==> config.mk <==
export PLATFORM = sky130hd
export DESIGN_NAME = software_timer_table
export DESIGN_NICKNAME = d
export VERILOG_FILES = /design/src/sv/stt_pkg.sv /design/src/sv/stt_ctrl.sv /design/src/sv/stt_datapath.sv /design/src/sv/software_timer_table.sv
export VERILOG_INCLUDE_DIRS = /design/src /design/src/sv
export SDC_FILE = /design/constraint.sdc
export NUM_CORES = 2
export LEC_CHECK = 0
export ABC_AREA = 1
export BUFFER_PORTS_ARGS = -buffer_cell sky130_fd_sc_hd__buf_2
export CORE_ASPECT_RATIO = 2
export CORE_MARGIN = 2
export CORE_UTILIZATION = 40
export DETAILED_ROUTE_END_ITERATION = 10
export PLACE_DENSITY_LB_ADDON = 0.1
export SLEW_MARGIN = 20
export SYNTH_ARGS = -nofsm -noshare
export SYNTH_HDL_FRONTEND = slang
export SYNTH_HIERARCHICAL = 1
export SYNTH_SLANG_ARGS = --single-unit
==> constraint.sdc <==
create_clock -name clk -period 4.98 [get_ports clk]
set_input_delay 0.498 -clock clk [delete_from_list [all_inputs] [get_ports clk]]
set_output_delay 0.498 -clock clk [all_outputs]
set_load 0.005 [all_outputs]
==> src/sv/software_timer_table_macros.svh <==
// Assertion macros for the software timer table
`ifndef SOFTWARE_TIMER_TABLE_MACROS_SVH
`define SOFTWARE_TIMER_TABLE_MACROS_SVH

// Same-cycle implication, checked outside reset
`define STT_ASSERT_NOW(lbl, ante, cons, msg) \
  lbl: assert property (@(posedge clk) disable iff (!rst_n) (ante) |-> (cons)) \
    else $error(msg);

// Next-cycle implication, checked outside reset
`define STT_ASSERT_NEXT(lbl, ante, cons, msg) \
  lbl: assert property (@(posedge clk) disable iff (!rst_n) (ante) |=> (cons)) \
    else $error(msg);

`endif

==> src/sv/stt_pkg.sv <==
// Package: sizes, command codes and structs of the software timer table
`timescale 1ns / 1ps
`default_nettype none

package stt_pkg;

  localparam int TIMERS    = 16;
  localparam int TICK_BITS = 32;
  localparam int ID_W      = $clog2(TIMERS);

  typedef enum logic [1:0] {
    CMD_ADD    = 2'd0,
    CMD_DELETE = 2'd1,
    CMD_MODIFY = 2'd2,
    CMD_TICK   = 2'd3
  } cmd_t;

  typedef struct packed {
    cmd_t        cmd;
    logic [3:0]  timer_id;
    logic [31:0] expiry;
    logic [31:0] payload;
    logic [31:0] now;
  } stt_in_t;

  typedef struct packed {
    logic [3:0]  fired_id;
    logic [31:0] fired_payload;
    logic        last;
  } stt_out_t;

  // Commands from the controller to the datapath
  typedef struct packed {
    logic            exec;
    logic            tick_load;
    logic            step;
    logic [ID_W-1:0] rank_ptr;
  } stt_ctl_t;

  // Status from the datapath to the controller
  typedef struct packed {
    logic              match_any;
    logic              hit;
    logic [TIMERS-1:0] hit_vec;
  } stt_status_t;

endpackage

`default_nettype wire

==> src/sv/stt_ctrl.sv <==
// Controller: accepts commands and walks the recency order during a tick
`timescale 1ns / 1ps
`default_nettype none

module stt_ctrl
  import stt_pkg::*;
(
  input  wire logic        clk,
  input  wire logic        rst_n,
  input  wire logic        start,
  input  wire cmd_t        cmd,
  input  wire stt_status_t st,
  output logic             busy,
  output stt_ctl_t         ctl
);

  typedef enum logic {
    S_IDLE,
    S_EMIT
  } state_t;

  state_t          state_r, state_nxt;
  logic [ID_W-1:0] ptr_r, ptr_nxt;

  // Decode commands for the datapath
  always_comb begin
    ctl.exec      = (state_r == S_IDLE) && start && (cmd != CMD_TICK);
    ctl.tick_load = (state_r == S_IDLE) && start && (cmd == CMD_TICK);
    ctl.step      = (state_r == S_EMIT) && st.match_any;
    ctl.rank_ptr  = ptr_r;
  end

  assign busy = (state_r == S_EMIT);

  // Advance the rank pointer past non-matching ranks; hold it after a fire
  always_comb begin
    state_nxt = state_r;
    ptr_nxt   = ptr_r;
    case (state_r)
      S_IDLE: begin
        if (ctl.tick_load) begin
          state_nxt = S_EMIT;
          ptr_nxt   = '0;
        end
      end
      S_EMIT: begin
        if (!st.match_any) begin
          state_nxt = S_IDLE;
        end else if (!st.hit) begin
          ptr_nxt = ptr_r + 1'b1;
        end
      end
      default: begin
        state_nxt = S_IDLE;
      end
    endcase
  end

  always_ff @(posedge clk) begin
    if (!rst_n) begin
      state_r <= S_IDLE;
      ptr_r   <= '0;
    end else begin
      state_r <= state_nxt;
      ptr_r   <= ptr_nxt;
    end
  end

endmodule

`default_nettype wire

==> src/sv/stt_datapath.sv <==
// Datapath: slot table, recency ranks, match vector and result register
`timescale 1ns / 1ps
`default_nettype none

module stt_datapath
  import stt_pkg::*;
(
  input  wire logic     clk,
  input  wire logic     rst_n,
  input  wire stt_in_t  in_item,
  input  wire stt_ctl_t ctl,
  output stt_status_t   st,
  output logic          out_valid,
  output stt_out_t      out_item
);

  logic [TIMERS-1:0]    active_r, active_nxt;
  logic [TIMERS-1:0]    match_r, match_nxt;
  logic [ID_W-1:0]      rank_r [TIMERS];
  logic [ID_W-1:0]      rank_nxt [TIMERS];
  logic [TICK_BITS-1:0] expiry_r [TIMERS];
  logic [31:0]          payload_r [TIMERS];

  logic                 out_valid_r;
  stt_out_t             out_item_r;

  logic [ID_W-1:0]      id;
  logic                 link;
  logic                 tgt_active;
  logic [ID_W-1:0]      tgt_rank;
  logic [TIMERS-1:0]    hit_vec;
  logic [ID_W-1:0]      sel;

  assign id         = in_item.timer_id[ID_W-1:0];
  assign link       = (in_item.cmd == CMD_ADD) || (in_item.cmd == CMD_MODIFY);
  assign tgt_active = active_r[id];
  assign tgt_rank   = rank_r[id];

  // Find the matched slot at the current rank and encode its index
  always_comb begin
    sel = '0;
    for (int i = 0; i < TIMERS; i++) begin
      hit_vec[i] = active_r[i] && match_r[i] && (rank_r[i] == ctl.rank_ptr);
      if (hit_vec[i]) begin
        sel = sel | ID_W'(i);
      end
    end
  end

  always_comb begin
    st.match_any = |match_r;
    st.hit       = |hit_vec;
    st.hit_vec   = hit_vec;
  end

  // Next active marks, ranks and match vector
  always_comb begin
    active_nxt = active_r;
    match_nxt  = match_r;
    for (int i = 0; i < TIMERS; i++) begin
      rank_nxt[i] = rank_r[i];
    end
    if (ctl.exec) begin
      // Unlink the addressed slot, then put it at the front on add or modify
      for (int i = 0; i < TIMERS; i++) begin
        if (ID_W'(i) == id) begin
          active_nxt[i] = link;
          rank_nxt[i]   = '0;
        end else if (active_r[i]) begin
          rank_nxt[i] = rank_r[i]
                        - ID_W'(tgt_active && (rank_r[i] > tgt_rank))
                        + ID_W'(link);
        end
      end
    end else if (ctl.tick_load) begin
      for (int i = 0; i < TIMERS; i++) begin
        match_nxt[i] = active_r[i]
                       && (expiry_r[i] == in_item.now[TICK_BITS-1:0]);
      end
    end else if (ctl.step && st.hit) begin
      // Free the fired slot and close the gap behind it
      active_nxt = active_r & ~hit_vec;
      match_nxt  = match_r & ~hit_vec;
      for (int i = 0; i < TIMERS; i++) begin
        if (active_r[i] && (rank_r[i] > ctl.rank_ptr)) begin
          rank_nxt[i] = rank_r[i] - 1'b1;
        end
      end
    end
  end

  always_ff @(posedge clk) begin
    if (!rst_n) begin
      active_r    <= '0;
      match_r     <= '0;
      out_valid_r <= 1'b0;
      for (int i = 0; i < TIMERS; i++) begin
        rank_r[i] <= '0;
      end
    end else begin
      active_r    <= active_nxt;
      match_r     <= match_nxt;
      out_valid_r <= ctl.step && st.hit;
      for (int i = 0; i < TIMERS; i++) begin
        rank_r[i] <= rank_nxt[i];
      end
    end
  end

  // Write expiry and payload words
  always_ff @(posedge clk) begin
    if (ctl.exec && link) begin
      expiry_r[id] <= in_item.expiry[TICK_BITS-1:0];
    end
    if (ctl.exec && (in_item.cmd == CMD_ADD)) begin
      payload_r[id] <= in_item.payload;
    end
  end

  // Capture the fire result; last when no other match remains
  always_ff @(posedge clk) begin
    if (ctl.step && st.hit) begin
      out_item_r.fired_id      <= 4'(sel);
      out_item_r.fired_payload <= payload_r[sel];
      out_item_r.last          <= ((match_r & ~hit_vec) == '0);
    end
  end

  assign out_valid = out_valid_r;
  assign out_item  = out_item_r;

endmodule

`default_nettype wire

==> src/sv/software_timer_table.sv <==
// Top level of the software timer table: controller plus datapath
//
//   channel  | ports                 | transfer
//   ---------+-----------------------+------------------------------------
//   input    | start, busy, in_item  | start high while busy is low
//   result   | out_valid, out_item   | out_valid high, one cycle per result
//
// Add, delete and modify complete at the accepting edge; busy stays low.
// A tick loads the match vector at the accepting edge, then walks the ranks
// one step a cycle: each step skips a rank with no match or fires the match
// at the current rank, and busy falls once no match is left.
// Synchronous active-low reset clears all slots to inactive.
// The receiver cannot stall; each result is shown for exactly one cycle.
`timescale 1ns / 1ps
`default_nettype none

`include "software_timer_table_macros.svh"

module software_timer_table
  import stt_pkg::*;
(
  input  wire logic    clk,
  input  wire logic    rst_n,
  input  wire logic    start,
  output logic         busy,
  input  wire stt_in_t in_item,
  output logic         out_valid,
  output stt_out_t     out_item
);

  stt_ctl_t    ctl;
  stt_status_t st;

  stt_ctrl u_ctrl (
    .clk   (clk),
    .rst_n (rst_n),
    .start (start),
    .cmd   (in_item.cmd),
    .st    (st),
    .busy  (busy),
    .ctl   (ctl)
  );

  stt_datapath u_dp (
    .clk       (clk),
    .rst_n     (rst_n),
    .in_item   (in_item),
    .ctl       (ctl),
    .st        (st),
    .out_valid (out_valid),
    .out_item  (out_item)
  );

  `STT_ASSERT_NEXT(a_cmd_no_busy, start && !busy && (in_item.cmd != CMD_TICK), !busy, "timer command left the block busy")
  `STT_ASSERT_NOW(a_more_pending, out_valid && !out_item.last, busy, "non-final fire without a scan in progress")
  `STT_ASSERT_NOW(a_rank_unique, 1'b1, $onehot0(st.hit_vec), "two matched slots share one rank")
  `STT_ASSERT_NEXT(a_fire_in_scan, ctl.step && st.hit, out_valid, "fire step did not produce a result")

endmodule

`default_nettype wire

[Word-level counts from Yosys, hierarchy flattened]
Memories as Yosys holds them, arrays and structs flattened. A register that Yosys moved wholly into a read port is not among the register bits.
Cells that the tools add are included.
Storage, ports and cells
  flip-flop bits (word level): 43
  bits in latches: 0
  memory bits (writable): 1088
  bits in read-only memories: 0
  bits of input ports: 105
  output and inout bits: 39
  word-level logic and storage cells: 429
  memories: 3
Memory list
  u_dp.expiry_r: depth 16, width 32, rd ports 16, clocked after memory_dff 0, wr ports 1, line stt_datapath.sv:21  | logic [TICK_BITS-1:0] expiry_r [TIMERS];
  u_dp.payload_r: depth 16, width 32, rd ports 1, clocked after memory_dff 1, wr ports 1, line stt_datapath.sv:22  | logic [31:0] payload_r [TIMERS];
  u_dp.rank_r: depth 16, width 4, rd ports 17, clocked after memory_dff 0, wr ports 16, line stt_datapath.sv:19  | logic [ID_W-1:0] rank_r [TIMERS];
Operators by class
  $add $sub $neg: 49
  multipliers: 0
  divide/modulo/power cells: 0
  magnitude comparators: 33
  eq/ne operators: 70
  shifts and indexed selects: 0
  multiplexer cells: 118
  bitwise operators: 21
  reductions and logical operators: 113
Operators with widths (count)
  $eq 32x32->1: 16
  $mux 4: 75
  $mux 64: 3
  $gt 4x4->1: 32
  $logic_and 1x1->1: 87
  $mux 16: 5
  $add 4x1->4: 16
  $eq 4x4->1: 16
  $sub 4x1->4: 16
  $sub 4x1->4 const B: 16
  $reduce_and 3->1: 17
  $ne 2x2->1 const B: 19
  $and 16x16->16: 2
  $eq 4x4->1 const A: 8
  $reduce_or 16->1: 2
  $mux 1: 26
  $eq 3x4->1 const A: 4
  $logic_not 16->1: 1
  $not 16->16: 1
  $or 1x1->1: 16
  $mux 3: 4
  $eq 2x4->1 const A: 2
  $pmux 4 s2: 1
  $lt 4x5->1 const B: 1
  other kinds (13): 18

[Longest topological paths before layout]
An unclocked memory read counts as a cell.
  word-level depth: 18
  gate-level depth with buffers: 27
  gate-level depth less buffers: 26

[Hierarchy]
The synthesis kept the hierarchy.
By module, submodules not included
  stt_datapath: times used 1, cells an instance 5620, area an instance 57024.7 um2, sequential area each 33802.4 um2
  stt_ctrl: times used 1, cells an instance 50, area an instance 337.8 um2, sequential area each 100.1 um2

[Worst setup path after synthesis]
Ideal clock, no wire load.
  path kind: in2reg
  from: in in_item[96] (netlist bit)
  to: mem u_dp/rank_r[15][2] (netlist bit)
  library setup time: 0.064 ns
  arrival: 4.671 ns
  data required time: 4.916 ns
  path slack: 0.245 ns
  stages on the path: 23
  buffers on the path: 2
  cell sequence: inv_1 -> nand2_1 -> buf_2 -> buf_1 -> o221ai_1 -> a221oi_1 -> ha_1 -> inv_1 -> nor2_1 -> o211ai_1 -> nand2_1 -> nand2_1 -> nor2_1 -> ha_1 -> inv_1 -> ha_1 -> fa_1 -> xor2_1 -> o22ai_1 -> inv_1 -> nand3_1 -> nand2_1 -> nor2_1
RTL lines
  start: declaration: line software_timer_table.sv:26  | input wire stt_in_t in_item,
  end: declaration: line stt_datapath.sv:19

==> impl_summary.log <==
[metrics] result of the run: finished, final reports clean
[metrics] Chip Height: 540 um
[metrics] number of buffers added by the clock tree synthesis step: 106
[metrics] maximum clock insertion buffer count: 3
[metrics] drt wl/cell: 25.7 um
[metrics] RD Place Congestion: 0.958
[metrics] most common library cell in the layout ignoring fill and taps: sky130_fd_sc_hd__nand2_1
[metrics] power density over cell area: 325 mW/mm2
[metrics] summed negative setup slack over all endpoints: 0 ns
[metrics] area overhead of the layout relative to synthesis: 11.9%
[metrics] total detailed-routing wirelength: 200 mm
[metrics] initial antenna violation count: 14
[metrics] final total power: 20.9 mW
[metrics] GRT Residual Overflow: 0
[metrics] register bit count reported by yosys: 1163
[metrics] worst hold path stage count: 1
[metrics] skew final: 0.0564 ns
[metrics] MaxCap Viol Count: 0
[metrics] endpoint of the worst register-to-register path: u_dp/rank_r[10][2]$_SDFFE_PN0P_
[metrics] dpl cell area: 0.0606 mm2
[metrics] hold crit path type: input pin to flop
[metrics] CTS sink count: 1163
[metrics] timing-limited maximum frequency: 240 MHz
[metrics] standard cell core area: 0.142 mm2
[metrics] register-to-register setup slack: 0.81 ns
[metrics] Worst VDD drop: 0.321 mV
[metrics] type of destination of the critical path: flop
[metrics] number of buffers inserted by hold repair at cts: 0
[metrics] post-synth net total: 6032
[metrics] clock-pin slew on the worst setup and hold paths: 0.07 ns
[metrics] data required time of the critical path: 5.58 ns
[metrics] DIE AREA: 0.147 mm2
[metrics] number of buffer cells added on primary ports: 143
[metrics] startpoint of the tightest hold check path: in_item[44]
[metrics] share of the yosys chip area belonging to registers: 59.1%
[metrics] combinational share of power: 8.1%
[metrics] power share of the sequential group: 51.6%
[metrics] cell area after synthesis: 0.0574 mm2
[metrics] library cell used as clock root buffer: sky130_fd_sc_hd__clkbuf_16
[metrics] shortest clock period the worst path allows after layout: 4.17 ns
[metrics] CTS-repair resized insts: 0
[metrics] Net Sw Power: 5.05 mW
[metrics] H-tree level count: 3
[metrics] worst-case headroom to the max-slew limit: 18.4%
[metrics] Die Span X: 272 um
[metrics] Detailed Route Iter0 Violations: 2788
[metrics] final cell area excluding filler cells: 0.0642 mm2
[metrics] number of iterations in the first detailed-routing pass: 6
[metrics] detailed-placement wirelength estimate: 136 mm
[metrics] total internal power: 15.8 mW
[metrics] kind of critical path: flop to flop
[metrics] share of synthesized registers carrying an async set or reset: 0%
[metrics] Post-CTS Setup Inserts: 0
[metrics] fraction of final layout cells with drive strength greater than 1: 9.97%
[metrics] Fin. Hold Viols: 0
[metrics] Sw Ratio: 24.2%
[metrics] number of library cell types mapped by synthesis: 48
[metrics] clock latency at the later pin of the worst-skew pair: 0.73 ns
[metrics] final layout net count: 6145
[metrics] post-route ant nets: 0
[metrics] kind of start point of the critical path: flop
[metrics] # rows: 196
[metrics] Top Ports: 144
[metrics] number of global-route vias before repair: 40800
[metrics] mean post-synth cell area: 10.1 um2
[metrics] Syn Inst Count: 5670
[metrics] cell count of the worst reg-to-reg path: 20
[metrics] initial cell density of the core: 40.3%
[metrics] worst setup timing slack at the placement stage: 0.523 ns
[metrics] commonest non-fill, non-tap cells in the layout: 1434 x sky130_fd_sc_hd__nand2_1, 1061 x sky130_fd_sc_hd__edfxtp_1, 517 x sky130_fd_sc_hd__nand3_1
[metrics] Critical Path AT: 4.77 ns
[metrics] total via count in the routed design: 41800
[metrics] startpoint of the worst-slack reg-to-reg timing path: u_dp/rank_r[8][1]$_SDFFE_PN0P_
[metrics] dominant register cell in the synthesized netlist: sky130_fd_sc_hd__edfxtp_1
[metrics] final setup violation count: 0
[metrics] DRC viols: 0
[metrics] maximum fanout count along the critical path: 8
[metrics] proportion of power drawn by the clock network: 40.3%
[metrics] wire length of the first global-routing pass: 285 mm
[metrics] YS warnings: 6
[metrics] worst hold path endpoint: u_dp/payload_r[5][12]$_DFFE_PP_
[metrics] number of vias per cell after detailed routing: 5.39
[metrics] EDFF count, synth: 1061
[metrics] Leak Pwr: 24.8 nW
[metrics] Tcrit/Tclk final: 83.7%
[metrics] gr usage total: 26.9%
[metrics] unrepaired setup endpoints after global routing: false
[metrics] pin count of the biggest net entering global routing: 193
[metrics] Slew Viols, Final: 0
[metrics] TritonCTS clock tree: done
[metrics] transition time of the tightest slew-check pin: 1.21 ns
[metrics] min setup slack post-route: 0.813 ns
[layout make-up]
cell class / count / area [um2]
timing repair buffer: 262 / 1820
clock buffer: 145 / 2970
multi-input combinational: 3763 / 20700
sequential: 1163 / 33900
tap: 1881 / 2350
inverter: 487 / 1830
fill: 13500 / 78300
antenna: 5 / 12.5
clock inverter: 55 / 549
[state kept, by name, indices dropped and copies added, names as in the netlist]
| register | count |
|---|---|
| u_ctrl/busy | 1 |
| u_dp/rank_r | 64 |
| u_dp/active_r | 16 |
| u_dp/out_item | 37 |
| u_dp/match_r | 16 |
| u_dp/expiry_r | 512 |
| u_ctrl/ptr_r | 4 |
| u_dp/payload_r | 512 |
| u_dp/out_valid | 1 |
[power by group through the flow]
stage | Clock (mW) | Sequential, mW | Combinational (mW)
global placement | 0 | 11.0 | 1.68
global route | 8.93 | 10.8 | 1.85
floorplan | 0 | 11.0 | 0.973
detailed placement | 0 | 11.0 | 1.69
CTS | 8.58 | 10.8 | 1.70
finish | 8.40 | 10.8 | 1.69
[worst max-delay path by stage]
| stage | startpoint | endpoint | slack (ns) | depth (start not counted) |
|---|---|---|---|---|
| 6_report | u_dp/rank_r[8][1]$_SDFFE_PN0P_ | u_dp/rank_r[10][2]$_SDFFE_PN0P_ | 0.81 | 20 |
| 5_1_grt | u_dp/rank_r[8][1]$_SDFFE_PN0P_ | u_dp/rank_r[10][2]$_SDFFE_PN0P_ | 0.55 | 20 |
| 2_1_floorplan | in_item[96] | u_dp/rank_r[15][2]$_SDFFE_PN0P_ | 0.24 | 23 |
| 3_3_place_gp | in_item[97] | u_dp/rank_r[15][2]$_SDFFE_PN0P_ | 0.52 | 25 |
| 3_5_place_dp | in_item[97] | u_dp/rank_r[9][2]$_SDFFE_PN0P_ | 0.52 | 20 |
| 4_1_cts | u_dp/rank_r[10][1]$_SDFFE_PN0P_ | u_dp/rank_r[15][2]$_SDFFE_PN0P_ | 0.86 | 23 |
[synth_stat cells, types with 3 or more instances]
master / n / area (um2)
sky130_fd_sc_hd__o21ai_0: 192 / 961
sky130_fd_sc_hd__a211oi_1: 6 / 45.0
sky130_fd_sc_hd__o2bb2ai_1: 7 / 61.3
sky130_fd_sc_hd__nor2_2: 6 / 37.5
sky130_fd_sc_hd__a221oi_1: 3 / 26.3
sky130_fd_sc_hd__or2_2: 81 / 507
sky130_fd_sc_hd__buf_1: 8 / 30.0
sky130_fd_sc_hd__nand4_1: 74 / 463
sky130_fd_sc_hd__nand3_1: 517 / 2590
sky130_fd_sc_hd__nor4_1: 8 / 50.1
sky130_fd_sc_hd__buf_2: 151 / 756
sky130_fd_sc_hd__fa_1: 16 / 320
sky130_fd_sc_hd__o21ai_1: 10 / 50.1
sky130_fd_sc_hd__dfxtp_1: 102 / 2040
sky130_fd_sc_hd__edfxtp_1: 1061 / 31900
sky130_fd_sc_hd__o2111ai_1: 6 / 52.6
sky130_fd_sc_hd__o21ba_2: 6 / 60.1
sky130_fd_sc_hd__clkbuf_1: 87 / 327
sky130_fd_sc_hd__o221ai_1: 13 / 114
sky130_fd_sc_hd__clkinv_1: 5 / 18.8
sky130_fd_sc_hd__inv_2: 3 / 11.3
sky130_fd_sc_hd__nand3_2: 3 / 30.0
sky130_fd_sc_hd__inv_1: 479 / 1800
sky130_fd_sc_hd__a21oi_1: 186 / 931
sky130_fd_sc_hd__a22oi_1: 20 / 150
sky130_fd_sc_hd__nand2_1: 1434 / 5380
sky130_fd_sc_hd__nor2_1: 399 / 1500
sky130_fd_sc_hd__o21a_1: 13 / 97.6
sky130_fd_sc_hd__nand2_2: 8 / 50.1
sky130_fd_sc_hd__xor2_1: 150 / 1310
sky130_fd_sc_hd__o211ai_1: 80 / 601
sky130_fd_sc_hd__o22ai_1: 85 / 532
sky130_fd_sc_hd__nor3_1: 62 / 310
sky130_fd_sc_hd__xnor2_1: 110 / 963
sky130_fd_sc_hd__o31ai_1: 13 / 97.6
sky130_fd_sc_hd__ha_1: 241 / 3020
sky130_fd_sc_hd__a31oi_1: 3 / 18.8
sky130_fd_sc_hd__buf_4: 8 / 60.1
[kinds of logic after synthesis]
| logic type | after synthesis | share of synthesized area (%) |
|---|---|---|
| flops | 1163 | 59.1 |
| compound gates | 647 | 6.68 |
| buf+inv | 744 | 5.28 |
| xor+xnor | 260 | 3.97 |
| simple gates | 2599 | 19.2 |
| fa+ha+maj | 257 | 5.82 |
[per-stage QoR]
step,hold slack (ns),std cells,utilization [%]
floorplan,0.490,5670,-
global placement,0.515,7553,42.5
detailed placement,0.526,7556,42.6
CTS,0.114,7756,45.0
global route,0.150,7757,45.0
finish,0.156,7761,45.0
[metal layers]
layer	wire, um	global-route usage (%)	up-vias
met3	8110	2.95	536
met1	67900	27.0	20400
met5	67	0	-
li1	-	-	19600
met4	17700	20.2	10
met2	106000	50.4	1226
[critical path, stage by stage (launching register included)]
cell	delay [ns]
sky130_fd_sc_hd__dfxtp_1	0.39
sky130_fd_sc_hd__inv_1	0.46
sky130_fd_sc_hd__o22ai_1	0.17
sky130_fd_sc_hd__o21ai_0	0.27
sky130_fd_sc_hd__nand2_1	0.10
sky130_fd_sc_hd__a221oi_2	0.23
sky130_fd_sc_hd__buf_4	0.27
sky130_fd_sc_hd__ha_1	0.28
sky130_fd_sc_hd__a21oi_1	0.15
sky130_fd_sc_hd__o21ai_0	0.09
sky130_fd_sc_hd__o21ai_0	0.08
sky130_fd_sc_hd__nor2_1	0.07
sky130_fd_sc_hd__ha_1	0.27
sky130_fd_sc_hd__inv_1	0.04
sky130_fd_sc_hd__ha_1	0.22
sky130_fd_sc_hd__fa_1	0.41
sky130_fd_sc_hd__xnor2_1	0.14
sky130_fd_sc_hd__a22oi_1	0.17
sky130_fd_sc_hd__nand3_1	0.10
sky130_fd_sc_hd__nand2_1	0.08
sky130_fd_sc_hd__nor2_1	0.05
Power figures use the tool's default switching activity.
